`src/hw/rtl/rau_pkg.sv`:
```
// Types, codes and widths of the rational arithmetic unit.
`default_nettype none

package rau_pkg;

	localparam int VALUE_BITS = 32;
	localparam int PROD_BITS  = 2 * VALUE_BITS;
	localparam int DIV_BITS   = 2 * VALUE_BITS + 1;
	localparam int CNT_BITS   = $clog2(DIV_BITS + 1);
	localparam int SHIFT_BITS = $clog2(VALUE_BITS);

	localparam logic [2:0] CMD_ADD    = 3'd0;
	localparam logic [2:0] CMD_SUB    = 3'd1;
	localparam logic [2:0] CMD_MUL    = 3'd2;
	localparam logic [2:0] CMD_DIV    = 3'd3;
	localparam logic [2:0] CMD_NEG    = 3'd4;
	localparam logic [2:0] CMD_RECIP  = 3'd5;
	localparam logic [2:0] CMD_REDUCE = 3'd6;

	localparam logic [1:0] ST_OK   = 2'd0;
	localparam logic [1:0] ST_DIVZ = 2'd1;
	localparam logic [1:0] ST_OVF  = 2'd2;

	typedef struct packed {
		logic [2:0]                   command;
		logic signed [VALUE_BITS-1:0] a_num;
		logic [VALUE_BITS-1:0]        a_den;
		logic signed [VALUE_BITS-1:0] b_num;
		logic [VALUE_BITS-1:0]        b_den;
	} req_t;

	typedef struct packed {
		logic signed [VALUE_BITS-1:0] res_num;
		logic [VALUE_BITS-1:0]        res_den;
		logic [1:0]                   status;
	} rsp_t;

endpackage

`default_nettype wire

```
`src/hw/rtl/rational_arithmetic_unit_core.sv`:
```
// Rational arithmetic unit: sequencer with bit-serial gcd, divide and multiply units.
`default_nettype none

// Usage
//   Command channel: drive req and raise start; the transfer happens at the rising
//   edge where start is high and busy is low. busy stays high until the result
//   has been shown; a new start is taken in the very cycle the result strobe is up.
//   Result channel: done is high for exactly one cycle with rsp valid; the receiver
//   cannot stall it and must take the transfer in that cycle.
// Sequence
//   Operands are reduced first, then the command runs on shared serial units:
//   a binary gcd (one subtract-and-halve step per cycle), two restoring divider
//   lanes (one quotient bit per cycle, on operand-width dividends and on
//   2*VALUE_BITS+1-bit sums) and two shift-add multiplier lanes (one bit per
//   cycle). A zero denominator ends the command at once. Negate, reciprocal
//   and reduce run one gcd. Divide by a zero fraction runs two gcds. Multiply
//   and divide run four gcds. Add and subtract run four gcds, or three when
//   the sum is zero. One command is in flight at a time.
// Reset
//   arst_n clears the sequencer to idle and drops done; no clearing pass is needed.
module rational_arithmetic_unit_core (
	input  wire logic          clk,
	input  wire logic          arst_n,
	input  wire logic          start,
	output logic               busy,
	input  wire rau_pkg::req_t req,
	output logic               done,
	output rau_pkg::rsp_t      rsp
);
	import rau_pkg::*;

	typedef enum logic [4:0] {
		S_IDLE, S_CHECK, S_RA, S_RA2, S_RB, S_RB2,
		S_AD1, S_AD2, S_AD3, S_AD4, S_AD5, S_AD6, S_AD7, S_AD8,
		S_MU2, S_MU3, S_MU4, S_MU5, S_MU6,
		S_GCD, S_DIV, S_MUL, S_EMIT
	} state_t;

	localparam logic [DIV_BITS-1:0] MAG_MAX_POS = (DIV_BITS'(1) << (VALUE_BITS - 1)) - 1'b1;
	localparam logic [DIV_BITS-1:0] MAG_MAX_NEG = DIV_BITS'(1) << (VALUE_BITS - 1);
	localparam logic [DIV_BITS-VALUE_BITS-1:0] PAD_Z = '0;

	state_t state_q, ret_q;
	logic [2:0] cmd_q;
	logic an_q, bn_q, neg_q;
	logic [VALUE_BITS-1:0] am_q, ad_q, bm_q, bd_q;
	logic [VALUE_BITS-1:0] g_q, g1_q;
	logic [DIV_BITS-1:0] t_q, rm_q;
	logic [PROD_BITS-1:0] rd_q;
	logic [1:0] st_q;
	// gcd unit
	logic [VALUE_BITS-1:0] gx_q, gy_q;
	logic [SHIFT_BITS-1:0] gk_q;
	// divider lanes
	logic [DIV_BITS-1:0] n0_q, n1_q;
	logic [VALUE_BITS-1:0] r0_q, r1_q, dv_q;
	logic [CNT_BITS-1:0] cnt_q;
	// multiplier lanes
	logic [VALUE_BITS-1:0] c0_q, c1_q, p0_q, p1_q, h0_q, h1_q;
	logic done_q;
	rsp_t rsp_q;

	logic [VALUE_BITS:0] dt0, dt1, ms0, ms1;
	logic dge0, dge1;
	logic [PROD_BITS-1:0] px, py;
	logic [DIV_BITS-1:0] add_t;
	logic add_neg;
	logic [VALUE_BITS-1:0] qa0, qa1;
	logic ovf;

	assign busy = (state_q != S_IDLE);
	assign done = done_q;
	assign rsp  = rsp_q;

	always_comb begin
		// one restoring step per divider lane
		dt0  = {r0_q, n0_q[DIV_BITS-1]};
		dt1  = {r1_q, n1_q[DIV_BITS-1]};
		dge0 = (dt0 >= {1'b0, dv_q});
		dge1 = (dt1 >= {1'b0, dv_q});
		// one shift-add step per multiplier lane
		ms0 = {1'b0, h0_q} + (p0_q[0] ? {1'b0, c0_q} : '0);
		ms1 = {1'b0, h1_q} + (p1_q[0] ? {1'b0, c1_q} : '0);
		// signed sum of the two cross products
		px = {h0_q, p0_q};
		py = {h1_q, p1_q};
		if (an_q == bn_q) begin
			add_t   = {1'b0, px} + {1'b0, py};
			add_neg = an_q;
		end else if (px >= py) begin
			add_t   = {1'b0, px - py};
			add_neg = an_q;
		end else begin
			add_t   = {1'b0, py - px};
			add_neg = bn_q;
		end
		qa0 = n0_q[VALUE_BITS-1:0];
		qa1 = n1_q[VALUE_BITS-1:0];
		ovf = (rm_q > (neg_q ? MAG_MAX_NEG : MAG_MAX_POS)) ||
			(rd_q[PROD_BITS-1:VALUE_BITS] != '0);
	end

	always_ff @(posedge clk or negedge arst_n) begin
		if (!arst_n) begin
			state_q <= S_IDLE;
			ret_q   <= S_IDLE;
			done_q  <= 1'b0;
			rsp_q   <= '0;
			cmd_q   <= '0;
			an_q    <= 1'b0;
			bn_q    <= 1'b0;
			neg_q   <= 1'b0;
			am_q    <= '0;
			ad_q    <= '0;
			bm_q    <= '0;
			bd_q    <= '0;
			g_q     <= '0;
			g1_q    <= '0;
			t_q     <= '0;
			rm_q    <= '0;
			rd_q    <= '0;
			st_q    <= ST_OK;
			gx_q    <= '0;
			gy_q    <= '0;
			gk_q    <= '0;
			n0_q    <= '0;
			n1_q    <= '0;
			r0_q    <= '0;
			r1_q    <= '0;
			dv_q    <= '0;
			cnt_q   <= '0;
			c0_q    <= '0;
			c1_q    <= '0;
			p0_q    <= '0;
			p1_q    <= '0;
			h0_q    <= '0;
			h1_q    <= '0;
		end else begin
			// raise the strobe in the cycle after the emit state
			done_q <= (state_q == S_EMIT);
			unique case (state_q)
				S_IDLE: begin
					if (start) begin
						cmd_q <= req.command;
						an_q  <= req.a_num[VALUE_BITS-1];
						bn_q  <= req.b_num[VALUE_BITS-1];
						am_q  <= req.a_num[VALUE_BITS-1] ? VALUE_BITS'(-req.a_num)
							: VALUE_BITS'(req.a_num);
						bm_q  <= req.b_num[VALUE_BITS-1] ? VALUE_BITS'(-req.b_num)
							: VALUE_BITS'(req.b_num);
						ad_q  <= req.a_den;
						bd_q  <= req.b_den;
						state_q <= S_CHECK;
					end
				end
				S_CHECK: begin
					// zero denominators end the command at once
					if (ad_q == '0 || (cmd_q <= CMD_DIV && bd_q == '0)) begin
						st_q    <= ST_DIVZ;
						state_q <= S_EMIT;
					end else begin
						gx_q <= am_q; gy_q <= ad_q; gk_q <= '0;
						ret_q <= S_RA; state_q <= S_GCD;
					end
				end
				S_RA: begin
					n0_q <= {am_q, PAD_Z}; n1_q <= {ad_q, PAD_Z};
					r0_q <= '0; r1_q <= '0; dv_q <= g_q;
					cnt_q <= CNT_BITS'(VALUE_BITS);
					ret_q <= S_RA2; state_q <= S_DIV;
				end
				S_RA2: begin
					am_q <= qa0; ad_q <= qa1;
					an_q <= an_q && (qa0 != '0);
					// reciprocal of zero is a division by zero
					st_q <= (cmd_q == CMD_RECIP && qa0 == '0) ? ST_DIVZ : ST_OK;
					if (cmd_q >= CMD_NEG) begin
						state_q <= S_EMIT;
						unique case (cmd_q)
							CMD_NEG: begin
								rm_q <= DIV_BITS'(qa0); rd_q <= PROD_BITS'(qa1);
								neg_q <= !an_q && (qa0 != '0);
							end
							CMD_RECIP: begin
								rm_q <= DIV_BITS'(qa1); rd_q <= PROD_BITS'(qa0);
								neg_q <= an_q;
							end
							CMD_REDUCE: begin
								rm_q <= DIV_BITS'(qa0); rd_q <= PROD_BITS'(qa1);
								neg_q <= an_q && (qa0 != '0);
							end
							default: begin
								rm_q <= DIV_BITS'(qa0); rd_q <= PROD_BITS'(qa1);
								neg_q <= an_q && (qa0 != '0);
							end
						endcase
					end else begin
						gx_q <= bm_q; gy_q <= bd_q; gk_q <= '0;
						ret_q <= S_RB; state_q <= S_GCD;
					end
				end
				S_RB: begin
					n0_q <= {bm_q, PAD_Z}; n1_q <= {bd_q, PAD_Z};
					r0_q <= '0; r1_q <= '0; dv_q <= g_q;
					cnt_q <= CNT_BITS'(VALUE_BITS);
					ret_q <= S_RB2; state_q <= S_DIV;
				end
				S_RB2: begin
					gk_q <= '0;
					unique case (cmd_q)
						CMD_ADD, CMD_SUB: begin
							bm_q <= qa0; bd_q <= qa1;
							bn_q <= (cmd_q == CMD_SUB) ? (!bn_q && qa0 != '0)
								: (bn_q && qa0 != '0);
							gx_q <= ad_q; gy_q <= qa1;
							ret_q <= S_AD1;
							state_q <= S_GCD;
						end
						CMD_MUL: begin
							bm_q <= qa0; bd_q <= qa1;
							bn_q <= bn_q && (qa0 != '0);
							gx_q <= am_q; gy_q <= qa1;
							ret_q <= S_MU2;
							state_q <= S_GCD;
						end
						default: begin
							// divide: multiply by the reciprocal of b
							if (qa0 == '0) begin
								st_q <= ST_DIVZ;
								state_q <= S_EMIT;
							end else begin
								state_q <= S_GCD;
							end
							bm_q <= qa1; bd_q <= qa0;
							gx_q <= am_q; gy_q <= qa0;
							ret_q <= S_MU2;
						end
					endcase
				end
				S_AD1: begin
					g1_q <= g_q;
					n0_q <= {ad_q, PAD_Z}; n1_q <= {bd_q, PAD_Z};
					r0_q <= '0; r1_q <= '0; dv_q <= g_q;
					cnt_q <= CNT_BITS'(VALUE_BITS);
					ret_q <= S_AD2; state_q <= S_DIV;
				end
				S_AD2: begin
					ad_q <= qa0;
					c0_q <= am_q; p0_q <= qa1; h0_q <= '0;
					c1_q <= bm_q; p1_q <= qa0; h1_q <= '0;
					cnt_q <= CNT_BITS'(VALUE_BITS);
					ret_q <= S_AD3; state_q <= S_MUL;
				end
				S_AD3: begin
					t_q <= add_t; neg_q <= add_neg;
					state_q <= S_AD4;
				end
				S_AD4: begin
					if (t_q == '0) begin
						rm_q <= '0; rd_q <= PROD_BITS'(1); neg_q <= 1'b0;
						state_q <= S_EMIT;
					end else begin
						n0_q <= t_q; n1_q <= '0;
						r0_q <= '0; r1_q <= '0; dv_q <= g1_q;
						cnt_q <= CNT_BITS'(DIV_BITS);
						ret_q <= S_AD5; state_q <= S_DIV;
					end
				end
				S_AD5: begin
					gx_q <= r0_q; gy_q <= g1_q; gk_q <= '0;
					ret_q <= S_AD6; state_q <= S_GCD;
				end
				S_AD6: begin
					n0_q <= t_q; n1_q <= {PAD_Z, bd_q};
					r0_q <= '0; r1_q <= '0; dv_q <= g_q;
					cnt_q <= CNT_BITS'(DIV_BITS);
					ret_q <= S_AD7; state_q <= S_DIV;
				end
				S_AD7: begin
					rm_q <= n0_q;
					c0_q <= ad_q; p0_q <= qa1; h0_q <= '0;
					c1_q <= '0; p1_q <= '0; h1_q <= '0;
					cnt_q <= CNT_BITS'(VALUE_BITS);
					ret_q <= S_AD8; state_q <= S_MUL;
				end
				S_AD8: begin
					rd_q <= {h0_q, p0_q};
					state_q <= S_EMIT;
				end
				S_MU2: begin
					g1_q <= (g_q == '0) ? VALUE_BITS'(1) : g_q;
					gx_q <= bm_q; gy_q <= ad_q; gk_q <= '0;
					ret_q <= S_MU3; state_q <= S_GCD;
				end
				S_MU3: begin
					if (g_q == '0) g_q <= VALUE_BITS'(1);
					n0_q <= {am_q, PAD_Z}; n1_q <= {bd_q, PAD_Z};
					r0_q <= '0; r1_q <= '0; dv_q <= g1_q;
					cnt_q <= CNT_BITS'(VALUE_BITS);
					ret_q <= S_MU4; state_q <= S_DIV;
				end
				S_MU4: begin
					am_q <= qa0; bd_q <= qa1;
					n0_q <= {bm_q, PAD_Z}; n1_q <= {ad_q, PAD_Z};
					r0_q <= '0; r1_q <= '0; dv_q <= g_q;
					cnt_q <= CNT_BITS'(VALUE_BITS);
					ret_q <= S_MU5; state_q <= S_DIV;
				end
				S_MU5: begin
					c0_q <= am_q; p0_q <= qa0; h0_q <= '0;
					c1_q <= qa1; p1_q <= bd_q; h1_q <= '0;
					cnt_q <= CNT_BITS'(VALUE_BITS);
					ret_q <= S_MU6; state_q <= S_MUL;
				end
				S_MU6: begin
					rm_q <= DIV_BITS'({h0_q, p0_q});
					rd_q <= {h1_q, p1_q};
					neg_q <= an_q ^ bn_q;
					state_q <= S_EMIT;
				end
				S_GCD: begin
					// binary gcd: halve evens, subtract odds
					priority if (gx_q == '0 || gy_q == '0) begin
						g_q <= (gx_q | gy_q) << gk_q;
						state_q <= ret_q;
					end else if (!gx_q[0] && !gy_q[0]) begin
						gx_q <= gx_q >> 1; gy_q <= gy_q >> 1; gk_q <= gk_q + 1'b1;
					end else if (!gx_q[0]) begin
						gx_q <= gx_q >> 1;
					end else if (!gy_q[0]) begin
						gy_q <= gy_q >> 1;
					end else if (gx_q >= gy_q) begin
						gx_q <= (gx_q - gy_q) >> 1;
					end else begin
						gy_q <= (gy_q - gx_q) >> 1;
					end
				end
				S_DIV: begin
					n0_q <= {n0_q[DIV_BITS-2:0], dge0};
					n1_q <= {n1_q[DIV_BITS-2:0], dge1};
					r0_q <= dge0 ? VALUE_BITS'(dt0 - {1'b0, dv_q}) : dt0[VALUE_BITS-1:0];
					r1_q <= dge1 ? VALUE_BITS'(dt1 - {1'b0, dv_q}) : dt1[VALUE_BITS-1:0];
					cnt_q <= cnt_q - 1'b1;
					if (cnt_q == CNT_BITS'(1)) state_q <= ret_q;
				end
				S_MUL: begin
					h0_q <= ms0[VALUE_BITS:1]; p0_q <= {ms0[0], p0_q[VALUE_BITS-1:1]};
					h1_q <= ms1[VALUE_BITS:1]; p1_q <= {ms1[0], p1_q[VALUE_BITS-1:1]};
					cnt_q <= cnt_q - 1'b1;
					if (cnt_q == CNT_BITS'(1)) state_q <= ret_q;
				end
				S_EMIT: begin
					// range check, then register the result shown with the done strobe
					state_q <= S_IDLE;
					if (st_q != ST_OK || ovf) begin
						rsp_q.res_num <= '0;
						rsp_q.res_den <= '0;
						rsp_q.status  <= (st_q != ST_OK) ? st_q : ST_OVF;
					end else begin
						rsp_q.res_num <= neg_q ? -rm_q[VALUE_BITS-1:0] : rm_q[VALUE_BITS-1:0];
						rsp_q.res_den <= rd_q[VALUE_BITS-1:0];
						rsp_q.status  <= ST_OK;
					end
				end
				default: state_q <= S_IDLE;
			endcase
		end
	end

endmodule

`default_nettype wire

```
`config.mk`:
```
export PLATFORM = sky130hd
export DESIGN_NAME = rational_arithmetic_unit_core
export DESIGN_NICKNAME = d
export VERILOG_FILES = /design/src/hw/rtl/rau_pkg.sv /design/src/hw/rtl/rational_arithmetic_unit_core.sv
export SDC_FILE = /design/constraint.sdc
export NUM_CORES = 2
export LEC_CHECK = 0
export ABC_AREA = 1
export BUFFER_PORTS_ARGS = -buffer_cell sky130_fd_sc_hd__buf_2
export CORE_ASPECT_RATIO = 2
export CORE_MARGIN = 3
export CORE_UTILIZATION = 45
export CTS_CLUSTER_DIAMETER = 150
export CTS_CLUSTER_SIZE = 30
export DETAILED_ROUTE_END_ITERATION = 10
export GPL_TIMING_DRIVEN = 0
export MAX_ROUTING_LAYER = met4
export SLEW_MARGIN = 20
export SYNTH_ARGS = -nofsm -noshare
export SYNTH_HDL_FRONTEND = slang
export SYNTH_SLANG_ARGS = --single-unit
```
`constraint.sdc`:
```
create_clock -name clk -period 9.3 [get_ports clk]
set_clock_uncertainty 0.1 [all_clocks]
set_input_delay 0.465 -clock clk [delete_from_list [all_inputs] [get_ports clk]]
set_output_delay 0.465 -clock clk [all_outputs]
set_load 0.1 [all_outputs]
```
==> results of run 1 <==
-- cell families after synthesis --
kind of cell               after synthesis  synth area share [%]
adders and majority gates              463                  7.11
AOI/OAI and AO/OA                     2599                  18.9
and+or+nand+nor                       6201                  30.4
DFF                                    964                  29.3
buffers and inverters                 2469                  11.8
muxes                                    9                 0.109
xor gates and xnor gates               234                  2.49
-- repair_timing --
| item | CTS |
|---|---|
| hold endpoints to repair | 87 |
| gates resized for setup | 0 |
| hold buffers | 5 |
-- per-stage QoR --
step | cells | worst slack [ns] | util [%]
after global placement | 15500 | -13.70 | 47.5
after detailed placement | 15500 | 3.75 | 47.8
after CTS | 15600 | 3.69 | 48.4
after floorplan | 12900 | 5.86 | -
-- routing by layer --
metal / track usage [%] / GRT overflow
met3: 49.4 / 37
met1: 68.0 / 12
met5: - / -
met2: 93.1 / 1302
met4: 77.5 / 603
==> results.txt, run 1 <==
Asr flop ratio synth = 100%
Main area contributors after synthesis = dfrtp_1 29%, nand2_1 19%, inv_1 8.6%
CTS H-tree depth = 2
Tool error = [ERROR GRT-0116] Global routing finished with congestion. Check the congestion regions in the DRC Viewer.
Synth Cell Area = 0.0824 mm²
Remaining Overflow, GRT = 1954
Max clock buf depth = 3
Flops & latches, synth = 964
Die height = 611 µm
Status = aborted with a tool error
Clk sink count = 964
CTS buffer count = 38
Stopped at = global routing
Sequential element share of the synthesized area = 29.3%
Gpl congestion = 1.35
Overall Global Routing Usage = 72.7%
Yosys top cell area share = 29.3%
DP HPWL = 452000 µm
Synth warnings = 0
Area post-placement = 0.0869 mm²
First-pass GRT wire length = 987000 µm
Largest net degree at the start of global routing = 142
Top FF cell, synth = dfrtp_1
Setup Buffers After CTS = 0
Count leader, synth = nand2_1
Die outline width = 309 µm
Num rows = 221
CTS root buf = clkbuf_16
EDFF count, synth = 0
Netlist cell types = 60
Dominant cell type by area after synthesis = dfrtp_1
Most frequent cells after synthesis = 4239 x nand2_1, 1883 x inv_1, 980 x nor2_1
Synthesized Nets = 13500
Synth Area per Inst = 6.37 µm²
Top Ports = 202
Vias in the first global route = 114000
Port Buf Inserts = 201
Syn Inst Count = 12900
Initial Util = 45.4%
==> run 2, diff against run 1 <==
--- a/config.mk
+++ b/config.mk
@@ -7,14 +7,11 @@
 export LEC_CHECK = 0
 export ABC_AREA = 1
 export BUFFER_PORTS_ARGS = -buffer_cell sky130_fd_sc_hd__buf_2
-export CORE_ASPECT_RATIO = 2
 export CORE_MARGIN = 3
-export CORE_UTILIZATION = 45
-export CTS_CLUSTER_DIAMETER = 150
-export CTS_CLUSTER_SIZE = 30
+export CORE_UTILIZATION = 30
 export DETAILED_ROUTE_END_ITERATION = 10
 export GPL_TIMING_DRIVEN = 0
-export MAX_ROUTING_LAYER = met4
+export PLACE_DENSITY_LB_ADDON = 0.15
 export SLEW_MARGIN = 20
 export SYNTH_ARGS = -nofsm -noshare
 export SYNTH_HDL_FRONTEND = slang
==> run 2 against run 1 <==
Compared with the run above: the run now ends clean; area after synthesis did not move; synthesized cell count stayed put.
==> results.txt, run 2 <==
Status = completed
Nets = 13900
Syn Inst Count = 12900 (unchanged)
Pre-antenna DRT Iters = 7
Count leader, synth = nand2_1
Die outline width = 530 µm (+72%)
Clk sink count = 964 (unchanged)
Largest stage delay, worst path = 0.84 ns
# setup viols final = 0
EDFF count, synth = 0 (unchanged)
Reg clk slew, reported paths = 0.06 ns
Initial antenna violation count = 41
Synth Area per Inst = 6.37 µm² (unchanged)
Gpl congestion = 1.07 (-21%)
CTS H-tree depth = 4 (+2)
Top FF cell, synth = dfrtp_1
Most frequent cells after synthesis = 4239 x nand2_1, 1883 x inv_1, 980 x nor2_1
Flops & latches, synth = 964 (unchanged)
Synthesized Nets = 13500 (unchanged)
# Max-Cap Violations = 0
Asr flop ratio synth = 100% (unchanged)
Die area = 0.281 mm²
Placeable Area = 0.272 mm²
Post-route ant nets = 0
CTS buffer count = 138 (+260%)
Final period util = 62.6%
Most common cell after layout, fill and taps aside = nand2_1
CTS tree = done
Worst hold path class = in -> reg
Most frequent cells in the layout = 4239 x nand2_1, 1883 x inv_1, 977 x nor2_1
Dominant cell type by area after synthesis = dfrtp_1
Final Max Tran Viols = 0
Num rows = 191 (-14%)
Top Ports = 202 (unchanged)
Slowest CP cell = dfrtp_2
First DRT Iteration DRCs = 10600
Setup Buffers After CTS = 0 (unchanged)
WP data required = 9.95 ns
Yosys top cell area share = 29.3% (unchanged)
First-pass GRT wire length = 705000 µm
Largest net degree at the start of global routing = 124
Synth Cell Area = 0.0824 mm² (unchanged)
Tmin final = 5.82 ns
Critical path startpoint category = flip-flop
Die height = 530 µm (-13%)
Overall Global Routing Usage = 35.7%
Wire per inst = 30.4 µm
Clk_lat worst skew = 0.86 ns
CP most frequent cell = clkbuf_1
CTS-repair resized insts = 0 (unchanged)
CP Class = reg -> reg
Post-DR vias/cell = 5.53
Vias = 94100
DP HPWL = 432000 µm (-4.5%)
Fill count = 30800
FMAX = 172 MHz
Detailed Route WL = 518000 µm
Layout cells sized above 1 = 5.39%
Synth warnings = 0 (unchanged)
FF/Latch Area = 0.0241 mm²
Max-slew headroom = 12.6%
P&R area growth vs syn = 12.9%
Remaining Overflow, GRT = 0
Final hold vios = 0
DRC = 0
Main area contributors after synthesis = dfrtp_1 29%, nand2_1 19%, inv_1 8.6%
Fin Setup TNS = 0 ns
Worst slew pin tran = 1.31 ns
Worst Setup End Kind = flip-flop
Worst Path Max Fanout = 31
Sequential element share of the synthesized area = 29.3% (unchanged)
Netlist cell types = 60 (unchanged)
Critical Path AT = 6.48 ns
CTS root buf = clkbuf_16
Worst-path cell chain = clkbuf_1 > clkinv_1 > clkbuf_1 > ha_1 > nor3b_2 > buf_6 > nand4_1 > nor4_1 > nand3_1 > o21ai_0 > clkbuf_1 > clkbuf_1 > nand4_1 > nand2_1
Area of the multi-input gates = 0.0487 mm²
Max reg flops = 66
Vias in the first global route = 89200
Initial Util = 30.3% (-15 points)
Max clock buf depth = 4 (+1)
RSZ-0062 raised after global routing = no
Port Buf Inserts = 201 (unchanged)
==> run 2: cell counts after synthesis <==
Identical to the previous run, type by type.
==> run 2: worst max-delay path, delay by kind of cell (launching register included) <==
kind	cells	cell delay [ns]
buf+inv	6	2.26
simple gates	6	1.93
flops	1	0.84
fa+ha+maj	1	0.37
compound gates	1	0.18
==> run 2: layout make-up <==
cell class              count  area share, %
clock inverters            40          0.463
flip-flops and latches    964           25.9
clock buffers             193           4.21
diodes                     31         0.0834
multi-input cells        9506           52.3
inverters                1923           7.76
plain buffers             546           2.68
well taps                3570           4.80
repair buffers            250           1.79
==> run 2: stage by stage <==
| stage | cells | cell area (µm²) | setup WS, ns | hold WS, ns | util [%] |
|---|---|---|---|---|---|
| 2_1_floorplan | 12900 | 82400 | 5.86 | 0.0694 | - |
| 3_3_place_gp | 16700 | 87900 | -15.66 | 0.363 | 32.3 |
| 3_5_place_dp | 16700 | 88300 | 3.60 | 0.293 | 32.4 |
| 4_1_cts | 17000 | 93000 | 3.59 | 0.00176 | 34.1 |
| 5_1_grt | 17000 | 93000 | 3.27 | 0.0204 | 34.2 |
| 6_report | 17000 | 93100 | 3.48 | 0.0193 | 34.2 |
==> run 2: worst paths after layout <==
check / from / endpoint / slack, ns / depth (start not counted)
min reg2reg: rsp[19] / rsp[19] / 0.37 / 2
max: neg_q / rsp[30] / 3.48 / 14
max reg2reg: neg_q / rsp[30] / 3.48 / 14
min: req[2] / bd_q[2] / 0.02 / 4
min in group asynchronous: arst_n / r1_q[26] / 0.05 / 2
max in group asynchronous: arst_n / rsp[42] / 6.36 / 6
==> run 2: routing by layer <==
metal  up-vias  global-route usage (%)  wire [µm]
met1     45400                    43.9     205000
met5         -                       0        342
met4        28                    26.4      45700
met2      4607                    55.1     225000
li1      42800                       -          -
met3      1201                    7.43      41900
==> run 2: repair_timing <==
item | in CTS | in global routing
endpoints found under the setup margin | 0 | 0
hold buffers | 33 | 0
hold endpoints to repair | 273 | 0
==> run 2: cell families (layout without fill, tap and decap cells) <==
kind of cell / Yosys count / count (layout) / synth area share (%)
buffers and inverters: 2469 / 2952 / 11.8
xor gates and xnor gates: 234 / 234 / 2.49
adders and majority gates: 463 / 463 / 7.11
AOI/OAI and AO/OA: 2599 / 2599 / 18.9
DFF: 964 / 964 / 29.3
other: 0 / 31 / 0
and+or+nand+nor: 6201 / 6201 / 30.4
muxes: 9 / 9 / 0.109
Power of run 2 is not shown: default switching activity piles up to over one toggle a cycle in this logic, so the estimate is an artifact.
